**config.mk**
```make
export PLATFORM = sky130hd
export DESIGN_NAME = trapezoidal_duty_ramp_unit_flat
export DESIGN_NICKNAME = d
export VERILOG_FILES = /design/src/tdr_pkg.sv /design/src/tdr_if.sv /design/src/trapezoidal_duty_ramp_unit.sv /design/src/tdr_ramp_core.sv /design/src/flat_wrapper.sv
export SDC_FILE = /design/constraint.sdc
export NUM_CORES = 1
export LEC_CHECK = 0
export ABC_AREA = 1
export BUFFER_PORTS_ARGS = -buffer_cell sky130_fd_sc_hd__clkbuf_2
export CORE_MARGIN = 2
export CORE_UTILIZATION = 50
export DETAILED_ROUTE_END_ITERATION = 16
export PLACE_DENSITY = 0.7
export SYNTH_ARGS = -nofsm -noshare
export SYNTH_HDL_FRONTEND = slang
export SYNTH_SLANG_ARGS = --single-unit
```
**constraint.sdc**
```tcl
create_clock -name i_clk -period 3.55 [get_ports i_clk]
set_clock_uncertainty 0.1 [all_clocks]
set_input_delay 0.355 -clock i_clk [delete_from_list [all_inputs] [get_ports i_clk]]
set_output_delay 0.355 -clock i_clk [all_outputs]
set_load 0.02 [all_outputs]
```
**src/tdr_pkg.sv**
```systemverilog
`timescale 1ns / 1ps
// Shared types and constants of the trapezoidal duty ramp unit.
package tdr_pkg;

    // Field widths.
    localparam int unsigned PULSE_W = 32;
    localparam int unsigned DUTY_W  = 7;
    localparam int unsigned STEP_W  = 7;
    localparam int unsigned IVL_W   = 10;
    localparam int unsigned HOLD_W  = 16;
    localparam int unsigned CIDX_W  = 3;
    localparam int unsigned CDATA_W = 16;

    // Ramp phases as reported on the phase field.
    typedef enum logic [1:0] {
        PH_ACCEL  = 2'd0,
        PH_HOLD   = 2'd1,
        PH_MIRROR = 2'd2,
        PH_DECEL  = 2'd3
    } t_phase;

    // Configuration register indexes.
    typedef enum logic [CIDX_W-1:0] {
        REG_DUTY_MIN   = 3'd0,
        REG_DUTY_MAX   = 3'd1,
        REG_STEP_UP    = 3'd2,
        REG_STEP_DOWN  = 3'd3,
        REG_STEP_IVL   = 3'd4,
        REG_HOLD_LIMIT = 3'd5
    } t_reg_idx;

    // Reset values of the configuration registers.
    localparam logic [DUTY_W-1:0] DUTY_MIN_RST   = 7'd30;
    localparam logic [DUTY_W-1:0] DUTY_MAX_RST   = 7'd70;
    localparam logic [STEP_W-1:0] STEP_UP_RST    = 7'd1;
    localparam logic [STEP_W-1:0] STEP_DOWN_RST  = 7'd1;
    localparam logic [IVL_W-1:0]  STEP_IVL_RST   = 10'd50;
    localparam logic [HOLD_W-1:0] HOLD_LIMIT_RST = 16'd30000;

    // Configuration register set.
    typedef struct packed {
        logic [DUTY_W-1:0] duty_min;
        logic [DUTY_W-1:0] duty_max;
        logic [STEP_W-1:0] step_up;
        logic [STEP_W-1:0] step_down;
        logic [IVL_W-1:0]  step_ivl;
        logic [HOLD_W-1:0] hold_limit;
    } t_cfg;

    // Result of one tick as handed from the ramp core to the result register.
    typedef struct packed {
        logic [DUTY_W-1:0] duty;
        t_phase            phase;
    } t_result;

endpackage

```
**src/tdr_if.sv**
```systemverilog
`timescale 1ns / 1ps
// Handshake channel interfaces of the trapezoidal duty ramp unit.
interface tdr_in_if;
    logic                         valid;
    logic                         ready;
    logic [tdr_pkg::PULSE_W-1:0]  pulses_now;
    logic [tdr_pkg::PULSE_W-1:0]  pulses_target;

    modport source (output valid, pulses_now, pulses_target, input ready);
    modport sink   (input valid, pulses_now, pulses_target, output ready);
endinterface

interface tdr_out_if;
    logic                        valid;
    logic                        ready;
    logic [tdr_pkg::DUTY_W-1:0]  duty;
    logic [1:0]                  phase;

    modport source (output valid, duty, phase, input ready);
    modport sink   (input valid, duty, phase, output ready);
endinterface

interface tdr_cfg_if;
    logic                         valid;
    logic                         ready;
    logic [tdr_pkg::CIDX_W-1:0]   index;
    logic [tdr_pkg::CDATA_W-1:0]  data;

    modport source (output valid, index, data, input ready);
    modport sink   (input valid, index, data, output ready);
endinterface

```
**src/trapezoidal_duty_ramp_unit.sv**
```systemverilog
`timescale 1ns / 1ps
// Top level of the trapezoidal duty ramp unit.
//
// Each input beat is one millisecond tick with the pulses travelled and the pulses the move
// needs; each tick yields exactly one output beat with the duty percent and ramp phase after
// that tick. A tick passes through an input register and a result register. The result
// register loads from the input register when it is empty or its beat is being taken, so
// one tick can be accepted every cycle while the output is not stalled; the combinational
// phase and duty update on the ramp state sets that rate. Output back-pressure stalls both
// stages; while a finished result waits, one more beat is still taken into the input
// register if it is empty. Configuration writes are always ready and should be issued only
// while no tick is in flight.
module trapezoidal_duty_ramp_unit (
    input  logic      i_clk,
    input  logic      i_rst_n,
    tdr_in_if.sink    i_in,
    tdr_cfg_if.sink   i_cfg,
    tdr_out_if.source o_out
);
    import tdr_pkg::*;

    t_cfg    r_cfg;
    logic    r_s1_vld;
    logic    r_s1_below_half;
    logic    r_out_vld;
    t_result r_out;
    t_result core_next;

    logic out_free;
    logic advance;
    logic in_fire;
    logic cfg_fire;

    // Stage handshakes: the result register frees up when it is empty or being taken.
    assign out_free  = !r_out_vld || o_out.ready;
    assign advance   = r_s1_vld && out_free;
    assign i_in.ready = !r_s1_vld || advance;
    assign in_fire   = i_in.valid && i_in.ready;
    assign i_cfg.ready = 1'b1;
    assign cfg_fire  = i_cfg.valid;

    // Configuration registers.
    always_ff @(posedge i_clk) begin
        if (!i_rst_n) begin
            r_cfg.duty_min   <= DUTY_MIN_RST;
            r_cfg.duty_max   <= DUTY_MAX_RST;
            r_cfg.step_up    <= STEP_UP_RST;
            r_cfg.step_down  <= STEP_DOWN_RST;
            r_cfg.step_ivl   <= STEP_IVL_RST;
            r_cfg.hold_limit <= HOLD_LIMIT_RST;
        end else if (cfg_fire) begin
            unique case (t_reg_idx'(i_cfg.index))
                REG_DUTY_MIN:   r_cfg.duty_min   <= i_cfg.data[DUTY_W-1:0];
                REG_DUTY_MAX:   r_cfg.duty_max   <= i_cfg.data[DUTY_W-1:0];
                REG_STEP_UP:    r_cfg.step_up    <= i_cfg.data[STEP_W-1:0];
                REG_STEP_DOWN:  r_cfg.step_down  <= i_cfg.data[STEP_W-1:0];
                REG_STEP_IVL:   r_cfg.step_ivl   <= i_cfg.data[IVL_W-1:0];
                REG_HOLD_LIMIT: r_cfg.hold_limit <= i_cfg.data[HOLD_W-1:0];
                default: begin
                end
            endcase
        end
    end

    // Input register: only the halfway comparison is kept.
    always_ff @(posedge i_clk) begin
        if (!i_rst_n) begin
            r_s1_vld <= 1'b0;
        end else if (i_in.ready) begin
            r_s1_vld <= i_in.valid;
        end
    end

    always_ff @(posedge i_clk) begin
        if (in_fire) begin
            r_s1_below_half <= (i_in.pulses_now < (i_in.pulses_target >> 1));
        end
    end

    tdr_ramp_core u_core (
        .i_clk        (i_clk),
        .i_rst_n      (i_rst_n),
        .i_en         (advance),
        .i_below_half (r_s1_below_half),
        .i_cfg        (r_cfg),
        .o_next       (core_next)
    );

    // Result register.
    always_ff @(posedge i_clk) begin
        if (!i_rst_n) begin
            r_out_vld <= 1'b0;
        end else if (out_free) begin
            r_out_vld <= r_s1_vld;
        end
    end

    always_ff @(posedge i_clk) begin
        if (advance) begin
            r_out <= core_next;
        end
    end

    assign o_out.valid = r_out_vld;
    assign o_out.duty  = r_out.duty;
    assign o_out.phase = r_out.phase;

    // A result only appears after a tick sat in the input register.
    a_out_from_s1: assert property (@(posedge i_clk) disable iff (!i_rst_n)
        $rose(r_out_vld) |-> $past(r_s1_vld))
        else $error("result beat without a registered tick");

    // A result beat that is not taken stays offered.
    a_out_held: assert property (@(posedge i_clk) disable iff (!i_rst_n)
        (o_out.valid && !o_out.ready) |=> o_out.valid)
        else $error("result beat withdrawn before it was taken");

    // The payload of a waiting result beat does not change.
    a_out_stable: assert property (@(posedge i_clk) disable iff (!i_rst_n)
        (o_out.valid && !o_out.ready) |=> $stable(r_out))
        else $error("result payload changed while waiting");

endmodule

```
**src/tdr_ramp_core.sv**
```systemverilog
`timescale 1ns / 1ps
// Ramp state registers and the per-tick phase and duty update.
module tdr_ramp_core (
    input  logic             i_clk,
    input  logic             i_rst_n,
    input  logic             i_en,
    input  logic             i_below_half,
    input  tdr_pkg::t_cfg    i_cfg,
    output tdr_pkg::t_result o_next
);
    import tdr_pkg::*;

    t_phase            r_phase, n_phase;
    logic [DUTY_W-1:0] r_duty, n_duty;
    logic [IVL_W-1:0]  r_step_timer, n_step_timer;
    logic [HOLD_W-1:0] r_hold_timer, n_hold_timer;

    logic [IVL_W-1:0]  timer_dec;
    logic              timer_zero;
    logic [DUTY_W:0]   duty_up_sum;
    logic [DUTY_W-1:0] duty_above_min;

    // The step timer counts down before the phase logic looks at it.
    assign timer_dec      = (r_step_timer != '0) ? r_step_timer - 1'b1 : '0;
    assign timer_zero     = (timer_dec == '0);
    assign duty_up_sum    = {1'b0, r_duty} + {1'b0, i_cfg.step_up};
    assign duty_above_min = r_duty - i_cfg.duty_min;

    // Next state of the ramp for one tick.
    always_comb begin
        n_phase      = r_phase;
        n_duty       = r_duty;
        n_step_timer = timer_dec;
        n_hold_timer = r_hold_timer;
        if (i_below_half) begin
            unique case (r_phase)
                PH_ACCEL: begin
                    if (r_duty < i_cfg.duty_max) begin
                        if (timer_zero) begin
                            n_step_timer = i_cfg.step_ivl;
                            n_duty = (duty_up_sum > {1'b0, i_cfg.duty_max})
                                   ? i_cfg.duty_max : duty_up_sum[DUTY_W-1:0];
                        end
                    end else begin
                        n_phase      = PH_HOLD;
                        n_hold_timer = '0;
                    end
                end
                PH_HOLD: begin
                    if (r_hold_timer < i_cfg.hold_limit) begin
                        n_hold_timer = r_hold_timer + 1'b1;
                    end
                end
                PH_MIRROR, PH_DECEL: begin
                    n_phase = PH_ACCEL;
                end
                default: begin
                    n_phase = PH_ACCEL;
                end
            endcase
        end else begin
            unique case (r_phase)
                PH_ACCEL: begin
                    n_phase = PH_DECEL;
                end
                PH_HOLD: begin
                    n_phase = PH_MIRROR;
                end
                PH_MIRROR: begin
                    if (r_hold_timer == '0) begin
                        n_phase = PH_DECEL;
                    end else begin
                        n_hold_timer = r_hold_timer - 1'b1;
                    end
                end
                PH_DECEL: begin
                    if (r_duty > i_cfg.duty_min && timer_zero) begin
                        n_step_timer = i_cfg.step_ivl;
                        n_duty = (duty_above_min <= i_cfg.step_down)
                               ? i_cfg.duty_min : r_duty - i_cfg.step_down;
                    end
                end
                default: begin
                    n_phase = PH_DECEL;
                end
            endcase
        end
    end

    // State advances once per tick that moves into the result register.
    always_ff @(posedge i_clk) begin
        if (!i_rst_n) begin
            r_phase      <= PH_ACCEL;
            r_duty       <= DUTY_MIN_RST;
            r_step_timer <= '0;
            r_hold_timer <= '0;
        end else if (i_en) begin
            r_phase      <= n_phase;
            r_duty       <= n_duty;
            r_step_timer <= n_step_timer;
            r_hold_timer <= n_hold_timer;
        end
    end

    assign o_next.duty  = n_duty;
    assign o_next.phase = n_phase;

    // The ramp never jumps from accelerate straight into the mirrored hold.
    a_no_accel_to_mirror: assert property (@(posedge i_clk) disable iff (!i_rst_n)
        (i_en && r_phase == PH_ACCEL) |=> (r_phase != PH_MIRROR))
        else $error("accelerate went straight to mirrored hold");

    // The measured hold is never re-entered from the mirrored hold.
    a_no_mirror_to_hold: assert property (@(posedge i_clk) disable iff (!i_rst_n)
        (i_en && r_phase == PH_MIRROR) |=> (r_phase != PH_HOLD))
        else $error("mirrored hold went back to hold");

    // Ramp state moves only on a tick.
    a_state_frozen: assert property (@(posedge i_clk) disable iff (!i_rst_n)
        !i_en |=> ($stable(r_duty) && $stable(r_phase) && $stable(r_hold_timer)))
        else $error("ramp state changed without a tick");

endmodule

```
**src/flat_wrapper.sv**
```systemverilog
// flat-port wrapper written by rule: the top's interface ports become plain ports
module trapezoidal_duty_ramp_unit_flat import tdr_pkg::*;
  (i_clk, i_rst_n, i_in_valid, i_in_pulses_now, i_in_pulses_target, i_in_ready, i_cfg_valid, i_cfg_index, i_cfg_data, i_cfg_ready, o_out_valid, o_out_duty, o_out_phase, o_out_ready);
  tdr_in_if i_in_i ();
  tdr_cfg_if i_cfg_i ();
  tdr_out_if o_out_i ();
  input  logic i_clk;
  input  logic i_rst_n;
  input wire logic [$bits(i_in_i.valid)-1:0] i_in_valid;
  input wire logic [$bits(i_in_i.pulses_now)-1:0] i_in_pulses_now;
  input wire logic [$bits(i_in_i.pulses_target)-1:0] i_in_pulses_target;
  output wire logic [$bits(i_in_i.ready)-1:0] i_in_ready;
  input wire logic [$bits(i_cfg_i.valid)-1:0] i_cfg_valid;
  input wire logic [$bits(i_cfg_i.index)-1:0] i_cfg_index;
  input wire logic [$bits(i_cfg_i.data)-1:0] i_cfg_data;
  output wire logic [$bits(i_cfg_i.ready)-1:0] i_cfg_ready;
  output wire logic [$bits(o_out_i.valid)-1:0] o_out_valid;
  output wire logic [$bits(o_out_i.duty)-1:0] o_out_duty;
  output wire logic [$bits(o_out_i.phase)-1:0] o_out_phase;
  input wire logic [$bits(o_out_i.ready)-1:0] o_out_ready;
  assign i_in_i.valid = i_in_valid;
  assign i_in_i.pulses_now = i_in_pulses_now;
  assign i_in_i.pulses_target = i_in_pulses_target;
  assign i_in_ready = i_in_i.ready;
  assign i_cfg_i.valid = i_cfg_valid;
  assign i_cfg_i.index = i_cfg_index;
  assign i_cfg_i.data = i_cfg_data;
  assign i_cfg_ready = i_cfg_i.ready;
  assign o_out_valid = o_out_i.valid;
  assign o_out_duty = o_out_i.duty;
  assign o_out_phase = o_out_i.phase;
  assign o_out_i.ready = o_out_ready;
  trapezoidal_duty_ramp_unit u_core (.i_clk(i_clk), .i_rst_n(i_rst_n), .i_in(i_in_i), .i_cfg(i_cfg_i), .o_out(o_out_i));
endmodule
```
==> results.yml, run 1 <==
timing:
  worst_pin_slew_ns: 0.511
  finalMaxSlewViolations: 0
  hold_viol: 0
  post-route-period-util: 0.907
  fin_tns_setup_ns: 0
  rsz0062_at_grt: "no"
  setup_viol: 0
  fmax_mhz: 311
  max_slew_margin: 0.659
  min_period_ns: 3.22
place:
  gp_routability_congestion: 0.893
  port_buffers: 97
  place_hpwl_um: 15300
  placed_area_mm2: 0.00859
pwr:
  peakVddDrop_v: 0.000248
  power.leakage_nw: 4.50
  p_switching_mw: 1.24
  swShare: 0.362
  intPower_mw: 2.19
  power-per-cell-area_mw_per_mm2: 386
  p_clk_frac: 0.302
  seq_power_share: 0.372
  pwr-share-comb: 0.326
synth:
  synthCells: 1154
  syn-num-nets: 1333
  synthArstFlopShare: 0
  synth_top_area_share: 0.232
  synth_common_cells: "nand2_1, inv_1, nor2_1"
  ys_seq_elements: 101
  synth_area_mm2: 0.00785
  synth_area_per_cell_um2: 6.81
  yosysSeqAreaShare: 0.270
  yosys.area.top_type: "dfxtp_1"
  synth_edf_count: 10
  synth_cell_types: 49
  synth_most_common_cell: "nand2_1"
  synth_flop_cell: "dfxtp_1"
  synth_warnings: 0
  synth.area.top_cells: "dfxtp_1, ha_1, nand2_1, inv_1, a21oi_1"
detailed_routing:
  drc: 0
  ant_nets: 0
  via_per_inst: 5.21
  dr.pass1.iters: 7
  first_iter_violations: 514
  wire_per_inst_um: 13.7
  vias: 7621
  wl_um: 20000
min_path:
  min_path_type: "in2reg"
setup_path:
  path_cells: "inv_2 > ha_1 > fa_1 > o21ai_0 > xor2_1 > ha_1 > nand2_1 > nor2_1 > nand2_1 > nand2_1 > nand2_2 > inv_1 > nor2_1 > nor2_1 > nand3_1 > nand3_1 > nand3_1"
  cp-start-kind: "flop"
  critical_path_arrival_ns: 3.23
  critPathSlowestCell: "fa_1"
  required_ns: 3.56
  critPathKind: "reg2reg"
  max_stage_delay_ns: 0.42
  critical_path.max_fanout: 12
  worstSetupEndpointType: "flop"
global_route:
  antenna_found_initial: 0
  grt_max_degree: 49
  gr-total-overflow: 0
  gr-usage-met1: 0.352
  grt_pass1_vias: 7033
  use_met3: 0.0462
  busiest_layer: "met2"
  grt_pass1_wl_um: 33600
  met2_usage: 0.398
  grt_use_total: 0.251
clock_tree:
  cts_buffer_depth: 2
  cts_max_level: 3
  postCtsSetupRepairBufs: 0
  clkTransAtPathRegs_ns: 0.08
  cts_tree: "built"
  cts.sinks: 101
  cts-root-buf: "clkbuf_16"
  clock_latency_ns: 0.36
  cts_made_buffers: 9
die:
  dieArea_mm2: 0.0167
  die_h_um: 129
  rows: 45
  ios: 100
  initial_core_util: 0.515
  die_x_um: 129
  core_mm2: 0.0153
outcome:
  status: "finished clean"
finish:
  area_growth_pct: 13.2
  insertedDiodeCount: 0
  fin_area_mm2: 0.00889
  drive_gt1_frac: 0.154
  nets: 1427
job:
  maxCapViolCount: 0
## power by group through the flow
stage	Clock [mW]	Combinational, mW	Sequential [mW]
floorplan	0	0.835	1.29
global placement	0	1.09	1.30
detailed placement	0	1.11	1.30
CTS	1.06	1.11	1.28
global route	1.09	1.28	1.29
finish	1.04	1.12	1.28
## logic make-up after synthesis
| logic type | after synthesis | share of synthesized area |
|---|---|---|
| compound gates | 234 | 0.167 |
| xor+xnor | 20 | 0.0223 |
| fa+ha+maj | 91 | 0.148 |
| buf+inv | 207 | 0.102 |
| flops | 101 | 0.270 |
| other cells | 1 | 0.000477 |
| simple gates | 500 | 0.290 |
## flip-flops by register name (all words and copies together), names as in the netlist
name                        cells
u_core.o_out.duty               7
u_core.o_out.phase              2
u_core.o_out.valid              1
u_core.r_cfg                   54
u_core.r_s1_below_half          1
u_core.r_s1_vld                 1
u_core.u_core.r_duty            7
u_core.u_core.r_hold_timer     16
u_core.u_core.r_phase           2
u_core.u_core.r_step_timer     10
## layer usage
layer	vias to the layer above	share of wire	wire length [um]
met2	210	0.44	8910
li1	3991	-	-
met1	3394	0.48	9640
met3	26	0.060	1190
met4	0	0.014	280
met5	-	0	0
## layout by cell type (no fill, tap or decap), types with 9 or more instances in the layout
cell type  count
a21oi_1       90
a21oi_2       11
buf_4         15
clkbuf_16      9
clkbuf_2      97
dfxtp_1       91
edfxtp_1      10
ha_1          88
inv_1        162
inv_2         10
nand2_1      223
nand2_2       14
nand3_1       73
nand3b_1      14
nand4_1       18
nor2_1       116
nor2_2        11
o211ai_1      16
o21ai_0       84
o21ai_1       10
xor2_1        12
## worst paths after layout
path                            from  cells after the start  slack (ns)                   end
min reg2reg          u_core.r_cfg[3]                      2        0.36       u_core.r_cfg[3]
max reg2reg  u_core.u_core.r_duty[0]                     17        0.33  u_core.o_out.duty[6]
min                   i_cfg_data[13]                      3        0.11      u_core.r_cfg[13]
max          u_core.u_core.r_duty[0]                     17        0.33  u_core.o_out.duty[6]
## timing repair
action | 4_1_cts | 5_1_grt
hold buffers | 0 | 0
setup endpoints to repair | 0 | 3
gates resized for setup | 0 | 1
## metrics by stage
stage / setup WS (ns) / power (mW) / util / cells / hold WS [ns]
finish: 0.332 / 3.43 / 0.582 / 1464 / 0.106
global route: 0.0140 / 3.66 / 0.582 / 1464 / 0.112
CTS: 0.262 / 3.45 / 0.582 / 1464 / 0.101
detailed placement: 0.265 / 2.41 / 0.563 / 1448 / 0.352
global placement: 0.317 / 2.39 / 0.563 / 1448 / 0.349
floorplan: 0.556 / 2.12 / - / 1154 / 0.333
## cell type report
cell class                      instances  area, um^2
Fill cell                            1546        6370
Tap cell                              211         264
Clock buffer                           10         229
Clock inverter                          6        70.1
Inverter                              178         673
Timing Repair Buffer                  112         598
Multi-Input combinational cell        846        4930
Sequential cell                       101        2120
## critical path: cells and delay by family, from the launching register on
kind / cells / cell delay, ns
compound gates: 1 / 0.25
xor+xnor: 1 / 0.12
fa+ha+maj: 3 / 0.95
buf+inv: 2 / 0.20
flops: 1 / 0.39
simple gates: 10 / 0.97
(Power assumes the default switching activity.)
==> run 2: changes to the inputs <==
--- a/config.mk
+++ b/config.mk
@@ -13,4 +13,5 @@
 export PLACE_DENSITY = 0.7
 export SYNTH_ARGS = -nofsm -noshare
 export SYNTH_HDL_FRONTEND = slang
+export SYNTH_HIERARCHICAL = 1
 export SYNTH_SLANG_ARGS = --single-unit
==> run 2 against run 1 <==
Non-clock buffer count fell by 2. Via count rose by 4.4%. Flip-flop and latch count did not move. Critical path depth did not move. Sequential power barely moved. Global-route usage rose by 0.25 points. Sequential share of layout area fell by 0.12 points. Synthesized cell count rose by 3.3%. Utilization fell by 1.3 points. Die area rose by 0.91%. Clock-buffer cell count rose by 1. Worst setup slack got worse by 0.11 ns. Critical path type unchanged.
==> results.yml, run 2 <==
finish:
  largest_reg_flops: 54
  insertedDiodeCount: 0
  nets: 1468
  final-seq-area_mm2: 0.00212
  reg.largest.list: "u_core/r_cfg x54, u_core/u_core/r_hold_timer x16, u_core/u_core/r_step_timer x10"
  final_cell_mix: "nand2_1, inv_1, nor2_1"
  fin_area_mm2: 0.00894
  largest_register: "u_core/r_cfg"
  drive_gt1_frac: 0.145
  multi_input_area_mm2: 0.00502
  post-route-util: 0.569
  fill_cells: 1548
  layout_commonest_cell: "nand2_1"
  area_growth_pct: 12.8
setup_path:
  critPathSlowestCell: "ha_1"
  worstSetupEndpointType: "flop"
  crit_top_cell: "inv_1"
  path_cells: "inv_1 > ha_1 > a21oi_1 > o21ai_0 > nor2_1 > xor2_1 > inv_1 > ha_1 > nand2_1 > nor2_2 > nand4_1 > nand2_4 > inv_1 > o21ai_0 > nand4_1 > nand3_1 > nand2_1"
  required_ns: 3.55
  max_stage_delay_ns: 0.37
  critical_path_arrival_ns: 3.32
  cp-start-kind: "flop"
  critical_path.max_fanout: 6
  critPathKind: "reg2reg"
synth:
  synth.area.top_cells: "dfxtp_1, ha_1, nand2_1, inv_1, nor2_1"
  synth_warnings: 6
  synth_area_mm2: 0.00793
  synthArstFlopShare: 0
  synth_top_area_share: 0.230
  synth_common_cells: "nand2_1, inv_1, nor2_1"
  synth_cell_types: 46
  synth_edf_count: 10
  synth_most_common_cell: "nand2_1"
  yosys.area.top_type: "dfxtp_1"
  synth_area_per_cell_um2: 6.65
  syn-num-nets: 1371
  yosysSeqAreaShare: 0.268
  synth_flop_cell: "dfxtp_1"
  synthCells: 1192
  ys_seq_elements: 101
place:
  gp_routability_congestion: 0.924
  place_hpwl_um: 15800
  placed_area_mm2: 0.00865
  post-place-ws_ns: 0.104
  port_buffers: 97
global_route:
  antenna_found_initial: 0
  grt_pass1_vias: 7082
  gr-total-overflow: 0
  grt_use_total: 0.253
  grt_pass1_wl_um: 34100
  grt_max_degree: 79
clock_tree:
  postCtsSetupRepairBufs: 0
  cts_max_level: 3
  clock_latency_ns: 0.36
  clkTransAtPathRegs_ns: 0.07
  cts_made_buffers: 9
  cts.sinks: 101
  cts_buffer_depth: 2
  cts-root-buf: "clkbuf_16"
  cts_tree: "built"
timing:
  min_period_ns: 3.33
  worst_pin_slew_ns: 0.770
  post-route-period-util: 0.937
  fin_tns_setup_ns: 0
  max_slew_margin: 0.487
  fmax_mhz: 301
  hold_viol: 0
  finalMaxSlewViolations: 0
  setup_ws_ns: 0.225
  setup_viol: 0
  rsz0062_at_grt: "no"
pwr:
  power.total_mw: 3.38
  peakVddDrop_v: 0.000260
  power-per-cell-area_mw_per_mm2: 378
  power.leakage_nw: 4.66
detailed_routing:
  wl_um: 20800
  first_iter_violations: 731
  drc: 0
  via_per_inst: 5.27
  ant_nets: 0
  vias: 7954
  wire_per_inst_um: 13.8
  dr.pass1.iters: 6
outcome:
  status: "finished clean"
min_path:
  min_path_type: "in2reg"
die:
  rows: 46
  ios: 100
  die_x_um: 130
  initial_core_util: 0.505
  die_h_um: 130
  dieArea_mm2: 0.0169
  core_mm2: 0.0157
job:
  maxCapViolCount: 0
[run 2: changes by cell type in the layout (fill, tap and decap cells not counted), sizes merged, moves of 4 or more]
cell	previous run	this run
nand4	18	25
nor3	9	14
xor2	12	18
nand3	80	87
o21ai	94	101
nand3b	14	0
o211ai	16	2
a21oi	101	86
clkinv	8	4
nand2	239	267
nor2	133	171
[run 2: cells by family (layout without fill, tap and decap cells)]
kind of cell | after synthesis | in the layout | share of synthesized area
xor gates and xnor gates | 23 | 23 | 0.0254
and+or+nand+nor | 570 | 571 | 0.323
DFF | 101 | 101 | 0.268
adders and majority gates | 91 | 91 | 0.146
buffers and inverters | 204 | 305 | 0.102
other | 1 | 1 | 0.000473
AOI/OAI and AO/OA | 202 | 202 | 0.135
[run 2: layout make-up]
type / instances / share of cell area
clock buffers: 11 / 0.0260
clock inverters: 5 / 0.00406
inverters: 179 / 0.0754
multi-input cells: 888 / 0.562
flip-flops and latches: 101 / 0.238
well taps: 216 / 0.0302
repair buffers: 110 / 0.0652
[run 2: repair_timing]
| action | CTS | global route |
|---|---|---|
| gates resized for setup | 0 | 9 |
| hold buffers | 0 | 0 |
| endpoints found under the setup margin | 0 | 14 |
[run 2: critical path: cells and delay by family, from the launching register on]
kind / cells / cell delay [ns]
compound gates: 3 / 0.53
flops: 1 / 0.35
buf+inv: 3 / 0.23
xor+xnor: 1 / 0.19
simple gates: 8 / 1.05
fa+ha+maj: 2 / 0.64
[run 2: worst paths after layout]
check	startpoint	end	slack [ns]	cells after the start
setup / recovery	u_core/r_cfg[51]	u_core/o_out.duty[2]	0.22	17
hold / removal	i_cfg_data[10]	u_core/r_cfg[10]	0.10	3
setup reg to reg	u_core/r_cfg[51]	u_core/o_out.duty[2]	0.22	17
hold reg to reg	u_core/r_cfg[20]	u_core/r_cfg[20]	0.37	2
[run 2: metrics by stage]
step / hold WS [ns] / cells
floorplan: 0.329 / 1192
global placement: 0.340 / 1493
detailed placement: 0.345 / 1493
CTS: 0.101 / 1509
global route: 0.119 / 1510
finish: 0.104 / 1510
[run 2: power by group]
part / leakage [nW] / internal, mW / switching, mW / total (mW)
Combinational: 3.70 / 0.434 / 0.732 / 1.17
Sequential: 0.836 / 1.22 / 0.0737 / 1.29
Clock: 0.122 / 0.478 / 0.451 / 0.929
[run 2: routing by layer]
| metal | up-vias | global-route usage | wire [um] |
|---|---|---|---|
| li1 | 4084 | - | - |
| met1 | 3578 | 0.357 | 10000 |
| met2 | 272 | 0.410 | 9170 |
| met3 | 20 | 0.0291 | 1250 |
| met4 | 0 | 0.0740 | 317 |
| met5 | - | 0 | 0 |
